===== src/hw/rtl/ds402_drive_enable_sequencer_top_defines.svh =====
// Assertion macros used by the top level of the drive enable sequencer RTL.
`ifndef DS402_DRIVE_ENABLE_SEQUENCER_TOP_DEFINES_SVH
`define DS402_DRIVE_ENABLE_SEQUENCER_TOP_DEFINES_SVH

// Same-cycle implication, sampled on clk, off while rst_n is low.
`define DS402_ASSERT_IMP(lbl, ante, cons) \
    lbl: assert property (@(posedge clk) disable iff (!rst_n) (ante) |-> (cons)) \
        else $error("ds402 sequencer: same-cycle check failed");

// Next-cycle implication, sampled on clk, off while rst_n is low.
`define DS402_ASSERT_NXT(lbl, ante, cons) \
    lbl: assert property (@(posedge clk) disable iff (!rst_n) (ante) |=> (cons)) \
        else $error("ds402 sequencer: next-cycle check failed");

`endif


===== src/hw/rtl/ds402_pkg.sv =====
// Types, codes and the status word decoder of the drive enable sequencer.
`default_nettype none

package ds402_pkg;

    // Status word masks and codes
    localparam logic [15:0] MASK_LOW  = 16'h004F;
    localparam logic [15:0] MASK_HIGH = 16'h006F;

    // Control words sent to the drive
    localparam logic [15:0] CW_OFF       = 16'd0;
    localparam logic [15:0] CW_FLT_RESET = 16'd128;
    localparam logic [15:0] CW_SHUTDOWN  = 16'd6;
    localparam logic [15:0] CW_SWITCH_ON = 16'd7;
    localparam logic [15:0] CW_ENABLE_OP = 16'd15;

    localparam logic [15:0] TIMEOUT_RESET = 16'd1000;

    typedef enum logic [2:0] {
        SEQ_IDLE        = 3'd0,
        SEQ_STARTUP     = 3'd1,
        SEQ_DISABLED    = 3'd2,
        SEQ_READY       = 3'd3,
        SEQ_SWITCHED_ON = 3'd4,
        SEQ_ENABLED     = 3'd5,
        SEQ_FAULT       = 3'd6,
        SEQ_RESET       = 3'd7
    } seq_state_t;

    typedef enum logic [3:0] {
        DS_INVALID        = 4'd0,
        DS_NOT_READY      = 4'd1,
        DS_DISABLED       = 4'd2,
        DS_READY          = 4'd3,
        DS_SWITCHED_ON    = 4'd4,
        DS_OP_ENABLED     = 4'd5,
        DS_QUICK_STOP     = 4'd6,
        DS_FAULT_REACTION = 4'd7,
        DS_FAULT          = 4'd8
    } drive_state_t;

    typedef struct packed {
        logic [15:0] status_word;
        logic        enable_cmd;
        logic        reset_request;
    } sample_t;

    typedef struct packed {
        logic [15:0] control_word;
        logic [3:0]  drive_state;
        logic        drive_enabled;
        logic [2:0]  sequence_state;
        logic        drive_fault;
        logic        timeout_fault;
        logic        enable_clear;
    } result_t;

    // Decode the power state; first match wins
    function automatic drive_state_t decode_status(input logic [15:0] sw);
        logic [15:0]  lo;
        logic [15:0]  hi;
        drive_state_t ds;
        lo = sw & MASK_LOW;
        hi = sw & MASK_HIGH;
        if (lo == 16'h0000)      ds = DS_NOT_READY;
        else if (lo == 16'h0040) ds = DS_DISABLED;
        else if (hi == 16'h0021) ds = DS_READY;
        else if (hi == 16'h0023) ds = DS_SWITCHED_ON;
        else if (hi == 16'h0027) ds = DS_OP_ENABLED;
        else if (hi == 16'h0007) ds = DS_QUICK_STOP;
        else if (hi == 16'h000F) ds = DS_FAULT_REACTION;
        else if (lo == 16'h000F) ds = DS_FAULT_REACTION;
        else if (lo == 16'h0008) ds = DS_FAULT;
        else                     ds = DS_INVALID;
        return ds;
    endfunction

endpackage

`default_nettype wire


===== src/hw/rtl/ds402_sample_if.sv =====
// Input channel: one status sample per transfer.
`default_nettype none

interface ds402_sample_if;
    logic        valid;
    logic        ready;
    logic [15:0] status_word;
    logic        enable_cmd;
    logic        reset_request;

    modport source (output valid, output status_word, output enable_cmd,
                    output reset_request, input ready);
    modport sink   (input valid, input status_word, input enable_cmd,
                    input reset_request, output ready);
endinterface

`default_nettype wire


===== src/hw/rtl/ds402_result_if.sv =====
// Output channel: one sequencer result per transfer.
`default_nettype none

interface ds402_result_if;
    logic        valid;
    logic        ready;
    logic [15:0] control_word;
    logic [3:0]  drive_state;
    logic        drive_enabled;
    logic [2:0]  sequence_state;
    logic        drive_fault;
    logic        timeout_fault;
    logic        enable_clear;

    modport source (output valid, output control_word, output drive_state,
                    output drive_enabled, output sequence_state, output drive_fault,
                    output timeout_fault, output enable_clear, input ready);
    modport sink   (input valid, input control_word, input drive_state,
                    input drive_enabled, input sequence_state, input drive_fault,
                    input timeout_fault, input enable_clear, output ready);
endinterface

`default_nettype wire


===== src/hw/rtl/ds402_in_stage.sv =====
// Input register of the sequencer: captures one sample per transfer.
`default_nettype none

module ds402_in_stage (
    input  wire logic         clk,
    input  wire logic         rst_n,
    ds402_sample_if.sink      sample,
    input  wire logic         advance,
    output ds402_pkg::sample_t data,
    output logic              valid
);

    logic               valid_reg;
    logic               valid_next;
    ds402_pkg::sample_t data_reg;
    logic               take;

    // Accept when empty or when the held sample moves on this cycle
    assign sample.ready = !valid_reg || advance;
    assign take         = sample.valid && sample.ready;

    always_comb
    begin
        valid_next = valid_reg;
        if (take)
        begin
            valid_next = 1'b1;
        end
        else if (advance)
        begin
            valid_next = 1'b0;
        end
    end

    always_ff @(posedge clk or negedge rst_n)
    begin
        if (!rst_n)
        begin
            valid_reg <= 1'b0;
        end
        else
        begin
            valid_reg <= valid_next;
        end
    end

    // Hold payload until the next transfer
    always_ff @(posedge clk)
    begin
        if (take)
        begin
            data_reg.status_word   <= sample.status_word;
            data_reg.enable_cmd    <= sample.enable_cmd;
            data_reg.reset_request <= sample.reset_request;
        end
    end

    assign data  = data_reg;
    assign valid = valid_reg;

endmodule

`default_nettype wire


===== src/hw/rtl/ds402_core.sv =====
// Sequencer state, timeout register and the per-sample step logic.
`default_nettype none

module ds402_core (
    input  wire logic               clk,
    input  wire logic               rst_n,
    input  wire logic               cfg_wr_en,
    input  wire logic [15:0]        cfg_wr_data,
    input  wire logic               advance,
    input  wire ds402_pkg::sample_t data,
    output ds402_pkg::result_t      res
);

    logic [15:0]              timeout_reg;
    ds402_pkg::seq_state_t    seq_reg;
    ds402_pkg::seq_state_t    seq_next;
    logic [16:0]              cnt_reg;
    logic [16:0]              cnt_next;
    logic                     prev_en_reg;
    logic                     prev_en_next;
    logic [15:0]              hcw_reg;
    logic [15:0]              hcw_next;
    ds402_pkg::drive_state_t  ds;
    logic                     tfault;
    logic                     clr;

    assign ds = ds402_pkg::decode_status(data.status_word);

    // Step: error reset, fault override, timeout check, then sequence action
    always_comb
    begin
        seq_next     = data.reset_request ? ds402_pkg::SEQ_RESET : seq_reg;
        cnt_next     = data.reset_request ? 17'd0 : cnt_reg;
        prev_en_next = data.enable_cmd;
        hcw_next     = hcw_reg;
        tfault       = 1'b0;
        clr          = 1'b0;

        if (ds == ds402_pkg::DS_FAULT && seq_next != ds402_pkg::SEQ_RESET)
        begin
            seq_next = ds402_pkg::SEQ_FAULT;
            clr      = 1'b1;
        end

        if (cnt_next > {1'b0, timeout_reg})
        begin
            seq_next = ds402_pkg::SEQ_FAULT;
            tfault   = 1'b1;
        end
        else
        begin
            cnt_next = cnt_next + 17'd1;
            case (seq_next)
                ds402_pkg::SEQ_IDLE:
                begin
                    hcw_next = ds402_pkg::CW_OFF;
                    cnt_next = 17'd0;
                    if (data.enable_cmd && !prev_en_reg)
                    begin
                        seq_next = ds402_pkg::SEQ_STARTUP;
                    end
                end
                ds402_pkg::SEQ_STARTUP:
                begin
                    hcw_next = ds402_pkg::CW_FLT_RESET;
                    cnt_next = 17'd0;
                    seq_next = ds402_pkg::SEQ_DISABLED;
                end
                ds402_pkg::SEQ_DISABLED:
                begin
                    hcw_next = ds402_pkg::CW_SHUTDOWN;
                    if (ds == ds402_pkg::DS_READY)
                    begin
                        cnt_next = 17'd0;
                        seq_next = ds402_pkg::SEQ_READY;
                    end
                    if (!data.enable_cmd)
                    begin
                        seq_next = ds402_pkg::SEQ_IDLE;
                    end
                end
                ds402_pkg::SEQ_READY:
                begin
                    hcw_next = ds402_pkg::CW_SWITCH_ON;
                    if (ds == ds402_pkg::DS_SWITCHED_ON)
                    begin
                        cnt_next = 17'd0;
                        seq_next = ds402_pkg::SEQ_SWITCHED_ON;
                    end
                    if (!data.enable_cmd)
                    begin
                        seq_next = ds402_pkg::SEQ_IDLE;
                    end
                end
                ds402_pkg::SEQ_SWITCHED_ON:
                begin
                    hcw_next = ds402_pkg::CW_ENABLE_OP;
                    if (ds == ds402_pkg::DS_OP_ENABLED)
                    begin
                        cnt_next = 17'd0;
                        seq_next = ds402_pkg::SEQ_ENABLED;
                    end
                    if (!data.enable_cmd)
                    begin
                        seq_next = ds402_pkg::SEQ_IDLE;
                    end
                end
                ds402_pkg::SEQ_ENABLED:
                begin
                    cnt_next = 17'd0;
                    if (!data.enable_cmd)
                    begin
                        seq_next = ds402_pkg::SEQ_IDLE;
                    end
                end
                ds402_pkg::SEQ_FAULT:
                begin
                    // Drop the enable so idle needs a fresh rising edge
                    hcw_next     = ds402_pkg::CW_OFF;
                    cnt_next     = 17'd0;
                    prev_en_next = 1'b0;
                    clr          = 1'b1;
                end
                default:
                begin
                    // Reset state: send fault reset until the drive leaves fault
                    hcw_next = ds402_pkg::CW_FLT_RESET;
                    cnt_next = 17'd0;
                    if (ds != ds402_pkg::DS_FAULT)
                    begin
                        seq_next = ds402_pkg::SEQ_IDLE;
                        clr      = 1'b1;
                    end
                end
            endcase
        end
    end

    // Commit state on each sample that moves on
    always_ff @(posedge clk or negedge rst_n)
    begin
        if (!rst_n)
        begin
            seq_reg     <= ds402_pkg::SEQ_RESET;
            cnt_reg     <= 17'd0;
            prev_en_reg <= 1'b0;
            hcw_reg     <= 16'd0;
        end
        else if (advance)
        begin
            seq_reg     <= seq_next;
            cnt_reg     <= cnt_next;
            prev_en_reg <= prev_en_next;
            hcw_reg     <= hcw_next;
        end
    end

    // Timeout register
    always_ff @(posedge clk or negedge rst_n)
    begin
        if (!rst_n)
        begin
            timeout_reg <= ds402_pkg::TIMEOUT_RESET;
        end
        else if (cfg_wr_en)
        begin
            timeout_reg <= cfg_wr_data;
        end
    end

    assign res.control_word   = hcw_next;
    assign res.drive_state    = ds;
    assign res.drive_enabled  = (ds == ds402_pkg::DS_OP_ENABLED);
    assign res.sequence_state = seq_next;
    assign res.drive_fault    = (ds == ds402_pkg::DS_FAULT);
    assign res.timeout_fault  = tfault;
    assign res.enable_clear   = clr;

endmodule

`default_nettype wire


===== src/hw/rtl/ds402_out_stage.sv =====
// Result register of the sequencer: holds one result until its transfer.
`default_nettype none

module ds402_out_stage (
    input  wire logic               clk,
    input  wire logic               rst_n,
    input  wire logic               advance,
    input  wire ds402_pkg::result_t res,
    ds402_result_if.source          result
);

    logic               valid_reg;
    logic               valid_next;
    ds402_pkg::result_t data_reg;

    always_comb
    begin
        valid_next = valid_reg;
        if (advance)
        begin
            valid_next = 1'b1;
        end
        else if (result.ready)
        begin
            valid_next = 1'b0;
        end
    end

    always_ff @(posedge clk or negedge rst_n)
    begin
        if (!rst_n)
        begin
            valid_reg <= 1'b0;
        end
        else
        begin
            valid_reg <= valid_next;
        end
    end

    // Load a new result only when the register is free or drained this cycle
    always_ff @(posedge clk)
    begin
        if (advance)
        begin
            data_reg <= res;
        end
    end

    assign result.valid          = valid_reg;
    assign result.control_word   = data_reg.control_word;
    assign result.drive_state    = data_reg.drive_state;
    assign result.drive_enabled  = data_reg.drive_enabled;
    assign result.sequence_state = data_reg.sequence_state;
    assign result.drive_fault    = data_reg.drive_fault;
    assign result.timeout_fault  = data_reg.timeout_fault;
    assign result.enable_clear   = data_reg.enable_clear;

endmodule

`default_nettype wire


===== src/hw/rtl/ds402_drive_enable_sequencer_top.sv =====
// Top level of the CiA 402 drive enable sequencer.
//
// Usage:
//   sample carries one status word per fieldbus cycle with the enable command
//   and an error-reset request; result returns one item per sample: control
//   word, decoded drive state, sequence state and fault flags.
//   cfg_wr_en / cfg_wr_data load the 16-bit timeout (samples allowed in a step);
//   write it only while no sample is in flight.
// Timing:
//   A sample lands in the input register at its transfer; the step logic runs
//   from there into the result register, which it enters once that register
//   is free or drained. One sample per cycle is sustained while result is
//   ready; the sequencer registers update on each sample that moves on.
// Reset:
//   rst_n low empties both registers, puts the sequencer in its reset state,
//   clears the step counter and held control word and sets the timeout to 1000.
// Stall:
//   While result is stalled, the held result stays put and one more sample is
//   taken into the input register if it is empty; after that sample.ready drops.
`default_nettype none
`include "ds402_drive_enable_sequencer_top_defines.svh"

module ds402_drive_enable_sequencer_top (
    input  wire logic        clk,
    input  wire logic        rst_n,
    ds402_sample_if.sink     sample,
    ds402_result_if.source   result,
    input  wire logic        cfg_wr_en,
    input  wire logic [15:0] cfg_wr_data
);

    ds402_pkg::sample_t in_data;
    ds402_pkg::result_t step_res;
    logic               in_valid;
    logic               advance;

    // Move the held sample through the step when the result register frees
    assign advance = in_valid && (!result.valid || result.ready);

    ds402_in_stage u_in_stage (
        .clk     (clk),
        .rst_n   (rst_n),
        .sample  (sample),
        .advance (advance),
        .data    (in_data),
        .valid   (in_valid)
    );

    ds402_core u_core (
        .clk         (clk),
        .rst_n       (rst_n),
        .cfg_wr_en   (cfg_wr_en),
        .cfg_wr_data (cfg_wr_data),
        .advance     (advance),
        .data        (in_data),
        .res         (step_res)
    );

    ds402_out_stage u_out_stage (
        .clk     (clk),
        .rst_n   (rst_n),
        .advance (advance),
        .res     (step_res),
        .result  (result)
    );

    // A timeout always lands the sequencer in fault
    `DS402_ASSERT_IMP(a_timeout_to_fault, result.valid && result.timeout_fault,
        result.sequence_state == ds402_pkg::SEQ_FAULT)

    // A drive fault outside the reset state clears the axis enable
    `DS402_ASSERT_IMP(a_fault_clears_enable,
        result.valid && result.drive_fault && !result.timeout_fault &&
        result.sequence_state != ds402_pkg::SEQ_RESET,
        result.enable_clear)

    // Both registers full and output stalled: no further sample is taken
    `DS402_ASSERT_IMP(a_full_backpressure, in_valid && result.valid && !result.ready,
        !sample.ready)

    // A sample that moves on shows up as a valid result next cycle
    `DS402_ASSERT_NXT(a_advance_to_result, advance, result.valid)

endmodule

`default_nettype wire


===== src/flat_wrapper.sv =====
// flat-port wrapper written by rule: the top's interface ports become plain ports
module ds402_drive_enable_sequencer_top_flat 
  (clk, rst_n, cfg_wr_en, cfg_wr_data, sample_valid, sample_status_word, sample_enable_cmd, sample_reset_request, sample_ready, result_valid, result_control_word, result_drive_state, result_drive_enabled, result_sequence_state, result_drive_fault, result_timeout_fault, result_enable_clear, result_ready);
  ds402_sample_if sample_i ();
  ds402_result_if result_i ();
  input  wire logic clk;
  input  wire logic rst_n;
  input  wire logic cfg_wr_en;
  input  wire logic [15:0] cfg_wr_data;
  input wire logic [$bits(sample_i.valid)-1:0] sample_valid;
  input wire logic [$bits(sample_i.status_word)-1:0] sample_status_word;
  input wire logic [$bits(sample_i.enable_cmd)-1:0] sample_enable_cmd;
  input wire logic [$bits(sample_i.reset_request)-1:0] sample_reset_request;
  output wire logic [$bits(sample_i.ready)-1:0] sample_ready;
  output wire logic [$bits(result_i.valid)-1:0] result_valid;
  output wire logic [$bits(result_i.control_word)-1:0] result_control_word;
  output wire logic [$bits(result_i.drive_state)-1:0] result_drive_state;
  output wire logic [$bits(result_i.drive_enabled)-1:0] result_drive_enabled;
  output wire logic [$bits(result_i.sequence_state)-1:0] result_sequence_state;
  output wire logic [$bits(result_i.drive_fault)-1:0] result_drive_fault;
  output wire logic [$bits(result_i.timeout_fault)-1:0] result_timeout_fault;
  output wire logic [$bits(result_i.enable_clear)-1:0] result_enable_clear;
  input wire logic [$bits(result_i.ready)-1:0] result_ready;
  assign sample_i.valid = sample_valid;
  assign sample_i.status_word = sample_status_word;
  assign sample_i.enable_cmd = sample_enable_cmd;
  assign sample_i.reset_request = sample_reset_request;
  assign sample_ready = sample_i.ready;
  assign result_valid = result_i.valid;
  assign result_control_word = result_i.control_word;
  assign result_drive_state = result_i.drive_state;
  assign result_drive_enabled = result_i.drive_enabled;
  assign result_sequence_state = result_i.sequence_state;
  assign result_drive_fault = result_i.drive_fault;
  assign result_timeout_fault = result_i.timeout_fault;
  assign result_enable_clear = result_i.enable_clear;
  assign result_i.ready = result_ready;
  ds402_drive_enable_sequencer_top u_core (.clk(clk), .rst_n(rst_n), .sample(sample_i), .result(result_i), .cfg_wr_en(cfg_wr_en), .cfg_wr_data(cfg_wr_data));
endmodule

===== config.mk =====
export PLATFORM = sky130hd
export DESIGN_NAME = ds402_drive_enable_sequencer_top_flat
export DESIGN_NICKNAME = d
export VERILOG_FILES = /design/src/hw/rtl/ds402_pkg.sv /design/src/hw/rtl/ds402_sample_if.sv /design/src/hw/rtl/ds402_result_if.sv /design/src/hw/rtl/ds402_in_stage.sv /design/src/hw/rtl/ds402_core.sv /design/src/hw/rtl/ds402_out_stage.sv /design/src/hw/rtl/ds402_drive_enable_sequencer_top.sv /design/src/flat_wrapper.sv
export VERILOG_INCLUDE_DIRS = /design/src /design/src/hw/rtl
export SDC_FILE = /design/constraint.sdc
export NUM_CORES = 1
export LEC_CHECK = 0
export BUFFER_PORTS_ARGS = -buffer_cell sky130_fd_sc_hd__buf_2
export CAP_MARGIN = 25
export CORE_MARGIN = 5
export CORE_UTILIZATION = 56
export DETAILED_ROUTE_END_ITERATION = 7
export PLACE_DENSITY = 0.84
export SLEW_MARGIN = 25
export SYNTH_ARGS = -nofsm -noshare
export SYNTH_HDL_FRONTEND = slang
export SYNTH_SLANG_ARGS = --single-unit

===== constraint.sdc =====
create_clock -name clk -period 3.8 [get_ports clk]
set_input_delay 0.19 -clock clk [delete_from_list [all_inputs] [get_ports clk]]
set_output_delay 0.19 -clock clk [all_outputs]
set_load 0.02 [all_outputs]

**After elaboration in Yosys (flattened, before gate mapping)**

Cells that the tools add are included.

- Bits of input ports: 39
- Word-level logic and storage cells: 95
- Bits in registers: 91

- Reductions and logical operators: 15
- Multiplexer cells: 41
- $lt $le $gt $ge: 1
- Eq/ne operators: 20
- Add/subtract/negate cells: 1

Operators by type and width:

| cell | count |
|---|---|
| $mux W17 | 5 |
| $pmux W16 S5 | 1 |
| $pmux W17 S3 | 1 |
| $mux W3 | 12 |
| $mux W4 | 9 |
| $pmux W3 S7 | 1 |
| $eq A6 B5 Y1 const B | 3 |
| $add A17 B1 Y17 const B | 1 |
| $gt A17 B16 Y1 | 1 |
| $logic_not A16 Y1 | 1 |
| $mux W16 | 1 |
| $eq A5 B4 Y1 const B | 2 |
| $mux W1 | 10 |
| $eq A3 B3 Y1 const B | 3 |
| $eq A4 B3 Y1 const B | 2 |
| $eq A3 B2 Y1 const B | 2 |
| $eq A6 B3 Y1 const B | 1 |
| $eq A6 B4 Y1 const B | 1 |
| $reduce_or A6 Y1 | 1 |
| $eq A5 B5 Y1 const B | 1 |
| $eq A4 B2 Y1 const B | 1 |
| $eq A4 B4 Y1 const B | 1 |
| $logic_and A1 B1 Y1 | 4 |
| $ne A4 B4 Y1 const B | 1 |
| other kinds (8) | 12 |

**Longest topological paths before layout**

Gate-level depths: netlist (run 1).

- Depth in word-level cells: 17
- Depth in mapped cells: 14
- Mapped depth without buffers: 11

**Hierarchy**

A second synthesis (run 1) with hierarchy kept.

- Cells, all modules: 486
- Area total of the unflattened synthesis: 5,022.3 um2

By module, submodules not included:

| module | area each (um2) | times used | cells an instance | seq. area each (um2) |
|---|---|---|---|---|
| ds402_core | 3,569.7 | 1 | 432 | 1,337.5 |
| ds402_out_stage | 847.1 | 1 | 30 | 835.8 |
| ds402_in_stage | 594.3 | 1 | 22 | 565.5 |
| ds402_drive_enable_sequencer_top | 11.3 | 1 | 2 | 0.0 |

**Worst setup path before layout (run 1)**

No wires, ideal clock.

- Path kind: register to register
- Start: reg u_core.u_in_stage.data_reg (netlist bit u_core.u_in_stage.data[0])
- End: reg u_core.u_core.seq_reg[1]
- Data arrival time: 3,022 ps
- Data required time: 3,715 ps
- Slack: 693 ps
- Stages on the path, launching flop included: 13
- Setup time: 85 ps
- Cells stage by stage: edfxtp_1 > clkbuf_1 > clkbuf_1 > nor2b_1 > ha_1 > a21oi_1 > o21bai_1 > a2111oi_2 > o31ai_1 > nand2_4 > inv_4 > or4_4 > mux2_4

RTL lines:

| what | line | RTL |
|---|---|---|
| start, declared | ds402_in_stage.sv:15 | `ds402_pkg::sample_t data_reg;` |
| end signal, assigned | ds402_core.sv:144 | `seq_reg <= ds402_pkg::SEQ_RESET;` |
| end signal, assigned | ds402_core.sv:151 | `seq_reg <= seq_next;` |
| end, declared | ds402_core.sv:15 | `ds402_pkg::seq_state_t seq_reg;` |

==> flow_summary.json, run 1 <==
{
  "status": "completed",
  "numClockSinks": 90,
  "synth_flop_cell": "dfrtp_1",
  "clk_latency_ns": 0.36,
  "holdWs_ns": 0.0133,
  "drv_slew": 0,
  "relSlewSlack_pct": 47.8,
  "crit_arrival_ns": 3.59,
  "dp_hpwl_um": 6460,
  "place_congestion": 0.841,
  "tightest_slew_ns": 0.783,
  "cts_tree": "built",
  "cts_buffers": 9,
  "num-nets-final": 539,
  "startpoint_type": "register",
  "die_y_um": 100,
  "clk_pin_slew_ns": 0.09,
  "layout_common_cells": "buf_2 (57), dfrtp_1 (46), nand2_1 (39), nor2b_1 (36), edfxtp_1 (35)",
  "criticalPathCategory": "reg -> reg",
  "die-area_mm2": 0.0100,
  "rsz0062_at_grt": "no",
  "clock_path_buffers": 2,
  "synth.cell_area_mm2": 0.00455,
  "grt_pass1_wl_um": 15300,
  "required_ns": 4.09,
  "cts-root-buf": "clkbuf_8",
  "synthArstFlopShare_pct": 61.1,
  "antenna_found_initial": 0,
  "vias": 3510,
  "finalCriticalPeriod_ns": 3.30,
  "core_mm2": 0.00781,
  "syn_inst": 423,
  "first_pass_iters": 5,
  "syn2layout_area_growth_pct": 14.6,
  "drv_cap": 0,
  "final_common_cell": "buf_2",
  "worstPathMaxFanout": 21,
  "setup_viol": 0,
  "h-tree-depth": 3,
  "final-hold-violation-count": 0,
  "synth_seq_area_share_pct": 53.6,
  "gr-total-overflow": 0,
  "routedWlPerCell_um": 15.6,
  "finClkSkew_ns": 0.0103,
  "drive_gt1_share_pct": 22.5,
  "p_per_area_mw_per_mm2": 440,
  "irDropWorstVdd_mv": 0.293,
  "critPathTopFamily": "simple AND/OR/NAND/NOR gates",
  "slowest_delay_ns": 0.55,
  "track_usage_pct": 18.9,
  "postPlaceCellArea_mm2": 0.00495,
  "post-place-ws_ns": 0.500,
  "pin_count": 68,
  "p_leak_nw": 2.28,
  "cp_cell_sequence": "buf_4 > nor2b_1 > ha_1 > a2111oi_1 > o31ai_1 > nand2_4 > inv_4 > or4_4 > mux2_4",
  "worst_setup_path_end_kind": "register",
  "routed_via_density": 5.95,
  "final.fill_count": 581,
  "max_freq_mhz": 303,
  "ant_nets": 0,
  "tns_ns": 0,
  "die_w_um": 100,
  "num_antenna_cells": 0,
  "hp-class": "in -> reg",
  "io_buffers": 57,
  "crit_buf_inv": 2,
  "synth_nets": 479,
  "first_global_vias": 3323,
  "grt_max_degree": 35,
  "drtIter0Drc": 308,
  "route.detailed.drc": 0,
  "finalCritPeriodShare_pct": 86.8,
  "fp-row-count": 32,
  "yosysWarnings": 0,
  "synth-seq-cells": 90,
  "critical_path.slowest_cell": "or4_4",
  "synth.distinct_cells": 64,
  "start_util_pct": 58.3,
  "syn_avg_cell_area_um2": 10.8,
  "layout_setup_ws_ns": 0.502,
  "routed_wirelength_um": 9200,
  "finish.instance_area_mm2": 0.00522,
  "synth_edf_count": 35,
  "cts_resized": 0,
  "largest_reg_flops": 17
}
synth_stat cells (4+ instances only):
cell / instances / area, um^2
dfrtp_1: 46 / 1150
nand2_1: 39 / 146
nor2b_1: 36 / 225
edfxtp_1: 35 / 1050
o21ai_0: 25 / 125
inv_1: 23 / 86.3
a21oi_1: 18 / 90.1
ha_1: 17 / 213
clkbuf_1: 16 / 60.1
nor2_1: 16 / 60.1
o31ai_1: 12 / 90.1
nand3_1: 11 / 55.1
dfstp_2: 9 / 236
a32o_1: 8 / 80.1
nand4_1: 7 / 43.8
nor3_1: 7 / 35.0
and2b_1: 6 / 45.0
and4_1: 5 / 43.8
buf_2: 5 / 25.0
nand2b_1: 5 / 31.3
o21ai_1: 5 / 25.0
a32oi_1: 4 / 35.0
per-layer routing:
layer	track usage, %	wire length [um]	vias to the layer above
li1	-	-	1675
met1	24.1	3880	1693
met2	31.4	4580	122
met3	2.99	534	20
met4	8.91	203	0
met5	0	0	-
power breakdown:
group	internal, mW	switching, mW
clock	0.407	0.331
combinational	0.147	0.227
sequential	1.11	0.0709
worst paths after layout:
path	from	to	slack, ns	cells after the start
setup / recovery	u_core.u_in_stage.data[0]	u_core.u_core.seq_reg[1]	0.50	9
hold / removal	sample_status_word[6]	u_core.u_in_stage.data[8]	0.01	1
setup reg to reg	u_core.u_in_stage.data[0]	u_core.u_core.seq_reg[1]	0.50	9
hold reg to reg	u_core.u_core.cnt_reg[14]	u_core.u_core.cnt_reg[14]	0.49	1
max in group asynchronous	rst_n	u_core.u_core.timeout_reg[9]	2.52	3
min in group asynchronous	rst_n	u_core.u_core.hcw_reg[15]	0.42	2
metrics by stage:
step	power [mW]	std cells	utilization (%)
CTS	2.30	588	66.5
finish	2.29	590	66.8
detailed placement	1.57	570	63.3
global route	2.39	590	66.8
global placement	1.55	570	63.3
floorplan	1.45	423	-
worst register-to-register path: cells and delay by family, from the launching register on:
kind	cells	cell delay [ns]
AO/OA/AOI/OAI	2	0.68
adder cells (fa/ha/maj)	1	0.32
buffers and inverters	2	0.38
flip-flops	1	0.53
multiplexers	1	0.26
AND/OR/NAND/NOR	3	1.07
cell type report:
class                   count  area, um^2  area share, %
clock buffers              12         155           2.98
clock inverters             4        73.8           1.42
inverters                  25        96.3           1.85
multi-input cells         287        1930           37.0
flip-flops and latches     90        2440           46.8
well taps                 102         128           2.45
repair buffers             70         393           7.53
timing repair:
item                      in CTS  in global routing
hold endpoints to repair      29                  2
setup buffers                  0                  0
hold buffers                   2                  2
cells by family after synthesis:
kind of cell,after synthesis,share of synthesized area (%)
compound gates,106,16.1
mux,7,1.73
simple gates,157,20.0
flops,90,53.6
fa+ha+maj,17,4.67
buf+inv,46,3.99
No activity file was read; power rests on OpenSTA's default activity.
==> run 2, diff against run 1 <==
PLACE_DENSITY = 0.83   (was 0.84)
SYNTH_HIERARCHICAL = 1   (was unset)
==> flow_summary.json, run 2 <==
{
  "status": "completed",
  "drive_gt1_share_pct": 20.4,
  "place_congestion": 0.870,
  "final-hold-violation-count": 0,
  "grt_most_used_layer": "met2",
  "cts-root-buf": "clkbuf_8",
  "tns_ns": 0,
  "clock_path_buffers": 2,
  "setup_viol": 0,
  "relSlewSlack_pct": 48.8,
  "clk_pin_slew_ns": 0.10,
  "grt_pass1_wl_um": 17200,
  "syn_inst": 476,
  "ant_nets": 0,
  "yosysWarnings": 6,
  "cts_tree": "built",
  "h-tree-depth": 3,
  "num-nets-final": 589,
  "vias": 3767,
  "antenna_found_initial": 0,
  "worstPathMaxFanout": 23,
  "required_ns": 4.06,
  "drv_slew": 0,
  "tightest_slew_ns": 0.761,
  "synth.cell_area_mm2": 0.00472,
  "crit_buf_inv": 2,
  "route.detailed.drc": 0,
  "r2r-start": "u_core/u_in_stage/data[0]",
  "slowest_delay_ns": 0.72,
  "routed_via_density": 5.86,
  "first_pass_iters": 5,
  "routed_wirelength_um": 10100,
  "rsz0062_at_grt": "no",
  "criticalPathCategory": "reg -> reg",
  "num_antenna_cells": 0,
  "p_per_area_mw_per_mm2": 461,
  "synth_nets": 532,
  "pin_count": 68,
  "grt.met3_usage_pct": 4.10,
  "grt_max_degree": 56,
  "startpoint_type": "register",
  "start_util_pct": 57.5,
  "p_leak_nw": 2.43,
  "clk_latency_ns": 0.38,
  "layout_common_cells": "buf_2 (57), nand2_1 (57), dfrtp_1 (46), edfxtp_1 (35)",
  "worst_setup_path_end_kind": "register",
  "cts_buffers": 9,
  "finClkSkew_ns": 0.00931,
  "fp-row-count": 33,
  "post_cts_buffers": 0,
  "io_buffers": 57,
  "numClockSinks": 90,
  "critPathTopFamily": "simple AND/OR/NAND/NOR gates",
  "drv_cap": 0,
  "path_depth": 10,
  "hp-class": "in -> reg",
  "grtUsageMet2_pct": 32.5,
  "drtIter0Drc": 343,
  "cp-startpoint": "u_core/u_in_stage/data[0]",
  "finalCriticalPeriod_ns": 3.35,
  "reg2reg_slack_ns": 0.45,
  "critical_path.slowest_cell": "edfxtp_1",
  "crit_end": "u_core/u_core/cnt_reg[14]",
  "irDropWorstVdd_mv": 0.222,
  "rr_endpoint": "u_core/u_core/cnt_reg[14]",
  "grtUsageMet1_pct": 29.1,
  "die-area_mm2": 0.0104,
  "cp_cell_sequence": "inv_1 > nand2_1 > inv_1 > ha_1 > and2_1 > and2_1 > nand2_1 > nor4_1 > o21ai_0 > a31o_2",
  "core_mm2": 0.00822,
  "hp-start": "cfg_wr_data[10]",
  "largest_reg_flops": 17,
  "utilization_pct": 65.5,
  "dp_hpwl_um": 6920,
  "syn_avg_cell_area_um2": 9.92,
  "reg2reg_depth": 10,
  "die_y_um": 102,
  "finalCritPeriodShare_pct": 88.1,
  "crit_arrival_ns": 3.61,
  "max_freq_mhz": 299,
  "routedWlPerCell_um": 15.8,
  "syn2layout_area_growth_pct": 14.0,
  "track_usage_pct": 20.8,
  "gr-total-overflow": 0,
  "first_global_vias": 3612,
  "die_w_um": 102
}
==> run 2: worst min path at each step <==
stage | slack, ns | cells after the start | end
finish | 0.01 | 3 | u_core/u_core/timeout_reg[10]
CTS | 0.003 | 3 | u_core/u_core/timeout_reg[10]
detailed placement | 0.37 | 2 | u_core/u_core/cnt_reg[7]
floorplan | -0.11 | 0 | u_core/u_core/cnt_reg[0]
global route | 0.01 | 3 | u_core/u_core/timeout_reg[10]
global placement | 0.37 | 2 | u_core/u_core/cnt_reg[7]
==> run 2: tightest hold or removal path, stage by stage <==
cell and delay, ns:
buf_2 0.07, nand2_1 0.04, o21ai_0 0.06
==> run 2: cell type report <==
class                   count  area (um^2)
clock buffers               9          124
clock inverters             7         81.3
fillers                   629         2840
inverters                  24         90.1
multi-input cells         333         2070
flip-flops and latches     90         2440
well taps                 105          131
repair buffers             75          445
==> run 2: layer usage <==
metal / vias to the layer above / share of wire (%)
li1: 1816 / -
met4: 0 / 1.8
met3: 17 / 6.4
met2: 147 / 46
met1: 1787 / 46
met5: - / 0
==> run 2: per-stage QoR <==
step | hold slack (ns) | power, mW | setup slack (ns) | cell area [um^2] | std cells
after CTS | 0.00298 | 2.50 | 0.560 | 5380 | 643
final | 0.0134 | 2.48 | 0.452 | 5380 | 643
after floorplan | -0.106 | 1.66 | 0.402 | 4720 | 476
after global routing | 0.0101 | 2.61 | 0.232 | 5380 | 643
after detailed placement | 0.368 | 1.83 | 0.607 | 5080 | 617
after global placement | 0.366 | 1.80 | 0.728 | 5080 | 617
==> run 2: power breakdown <==
group	switching (mW)	internal (mW)	total [mW]	leakage, nW
registers	0.0908	1.15	1.24	1.05
logic	0.365	0.217	0.582	1.27
clock network	0.396	0.262	0.658	0.103
==> run 2: timing repair <==
item,CTS,global route
setup endpoints to repair,0,0
hold endpoints to repair,55,0
gates resized for setup,0,0
hold buffers,10,0
==> run 3, diff against run 2 <==
PLACE_DENSITY = 0.84   (was 0.83)
REMOVE_ABC_BUFFERS = 1   (was unset)
SYNTH_HIERARCHICAL = unset   (was 1)
==> flow_summary.json, run 3 (synthesis results as in run 1) <==
{
  "finClkSkew_ns": 0.0104,
  "startpoint_type": "register",
  "pin_count": 68,
  "crit_arrival_ns": 3.61,
  "fp-row-count": 32,
  "drive_gt1_share_pct": 22.6,
  "h-tree-depth": 3,
  "num-nets-final": 543,
  "routedWlPerCell_um": 15.3,
  "p_leak_nw": 2.29,
  "first_global_vias": 3267,
  "worst_setup_path_end_kind": "register",
  "tightest_slew_ns": 0.820,
  "status": "completed",
  "clk_pin_slew_ns": 0.09,
  "place_congestion": 0.863,
  "gr-total-overflow": 0,
  "p_per_area_mw_per_mm2": 434,
  "first_pass_iters": 5,
  "swShare_pct": 28.2,
  "start_util_pct": 58.3,
  "max_freq_mhz": 302,
  "routed_wirelength_um": 9070,
  "track_usage_pct": 18.9,
  "tns_ns": 0,
  "drv_cap": 0,
  "num_antenna_cells": 0,
  "final_common_cell": "buf_2",
  "cell_internal_pwr_mw": 1.64,
  "rsz0062_at_grt": "no",
  "finalCriticalPeriod_ns": 3.32,
  "hp-class": "in -> reg",
  "vias": 3429,
  "drtIter0Drc": 251,
  "die_y_um": 100,
  "ant_nets": 0,
  "core_mm2": 0.00781,
  "cts-root-buf": "clkbuf_8",
  "criticalPathCategory": "reg -> reg",
  "cts_tree": "built",
  "worstPathMaxFanout": 23,
  "setup_viol": 0,
  "clock_path_buffers": 2,
  "post_cts_buffers": 0,
  "grt_max_degree": 56,
  "comb_power_share_pct": 16.4,
  "antenna_found_initial": 0,
  "grt_pass1_wl_um": 15300,
  "largest_reg_flops": 17,
  "routed_via_density": 5.77,
  "drv_slew": 0,
  "seqPwrFrac_pct": 51.8,
  "io_buffers": 57,
  "die_w_um": 100,
  "final-hold-violation-count": 0,
  "syn2layout_area_growth_pct": 15.3,
  "post-place-ws_ns": 0.577,
  "layout_setup_ws_ns": 0.485,
  "layout_common_cells": "buf_2 (57), dfrtp_1 (46), nand2_1 (39), nor2b_1 (36), edfxtp_1 (35)",
  "finalCritPeriodShare_pct": 87.2,
  "switchingPower_mw": 0.643,
  "numClockSinks": 90,
  "dp_hpwl_um": 6180,
  "cts_buffers": 9,
  "cts_resized": 0,
  "die-area_mm2": 0.0100,
  "p_clk_share_pct": 31.8,
  "required_ns": 4.10,
  "relSlewSlack_pct": 45.3,
  "irDropWorstVdd_mv": 0.202,
  "route.detailed.drc": 0,
  "clk_latency_ns": 0.36
}
-- run 3: cell types whose count changed in the layout (fill, tap and decap cells not counted), sizes merged, moves of 10 or more --
cell / before / now
o211ai: 13 / 2
nor2: 32 / 17
and2: 29 / 2
nand2: 57 / 40
nor2b: 19 / 36
o31ai: 2 / 12
nor3: 19 / 7
-- run 3: worst paths after layout --
check | start | end | slack [ns] | depth (start not counted)
setup / recovery | u_core.u_in_stage.data[0] | u_core.u_core.seq_reg[1] | 0.48 | 10
hold / removal | sample_valid | u_core.u_in_stage.valid | 0.02 | 2
setup reg to reg | u_core.u_in_stage.data[0] | u_core.u_core.seq_reg[1] | 0.48 | 10
hold reg to reg | u_core.u_core.hcw_reg[10] | u_core.u_core.hcw_reg[10] | 0.48 | 1
max in group asynchronous | rst_n | u_core.u_core.hcw_reg[2] | 2.84 | 3
min in group asynchronous | rst_n | u_core.u_core.timeout_reg[0] | 0.49 | 3
-- run 3: stage by stage --
step	cell area, um^2	power, mW	cells	hold WS, ns	utilization, %
finish	5250	2.28	594	0.0241	67.2
global route	5250	2.38	594	0.00539	67.2
CTS	5210	2.28	590	0.000324	66.7
detailed placement	4950	1.57	570	0.369	63.3
global placement	4950	1.55	570	0.353	63.3
floorplan	4470	1.44	402	-0.106	-
-- run 3: cell type report --
| class | instances | area [um^2] |
|---|---|---|
| fill | 606 | 2560 |
| sequential | 90 | 2440 |
| multi-input combinational | 287 | 1930 |
| timing repair buffer | 74 | 433 |
| tap | 102 | 128 |
| clock buffer | 9 | 124 |
| clock inverter | 7 | 98.8 |
| inverter | 25 | 96.3 |
-- run 3: repair_timing --
item | in CTS | in global routing
endpoints found under the hold margin | 48 | 4
setup endpoints to repair | 0 | 0
hold buffers | 4 | 4
-- run 3: power by group through the flow --
| stage | logic [mW] | clock network, mW | registers, mW |
|---|---|---|---|
| global route | 0.416 | 0.775 | 1.19 |
| global placement | 0.353 | 0 | 1.19 |
| finish | 0.374 | 0.724 | 1.18 |
| floorplan | 0.214 | 0 | 1.22 |
| CTS | 0.372 | 0.732 | 1.18 |
| detailed placement | 0.366 | 0 | 1.20 |
-- run 3: layer usage --
metal	up-vias	part of all wire (%)	wire length, um	track usage (%)
met2	104	49	4460	31.7
met3	21	5.7	515	4.10
met4	0	1.6	144	6.11
li1	1690	-	-	-
met1	1614	44	3950	24.4
met5	-	0	0	0
-- run 3: worst max-delay path, stage by stage (launching register included) --
cell and delay (ns):
edfxtp_1 0.54, nor2b_1 0.46, ha_1 0.36, a21oi_2 0.13, o21ai_1 0.08, a2111oi_2 0.39, o31ai_1 0.15, nand2_4 0.19
inv_4 0.13, or4_4 0.55, mux2_4 0.27
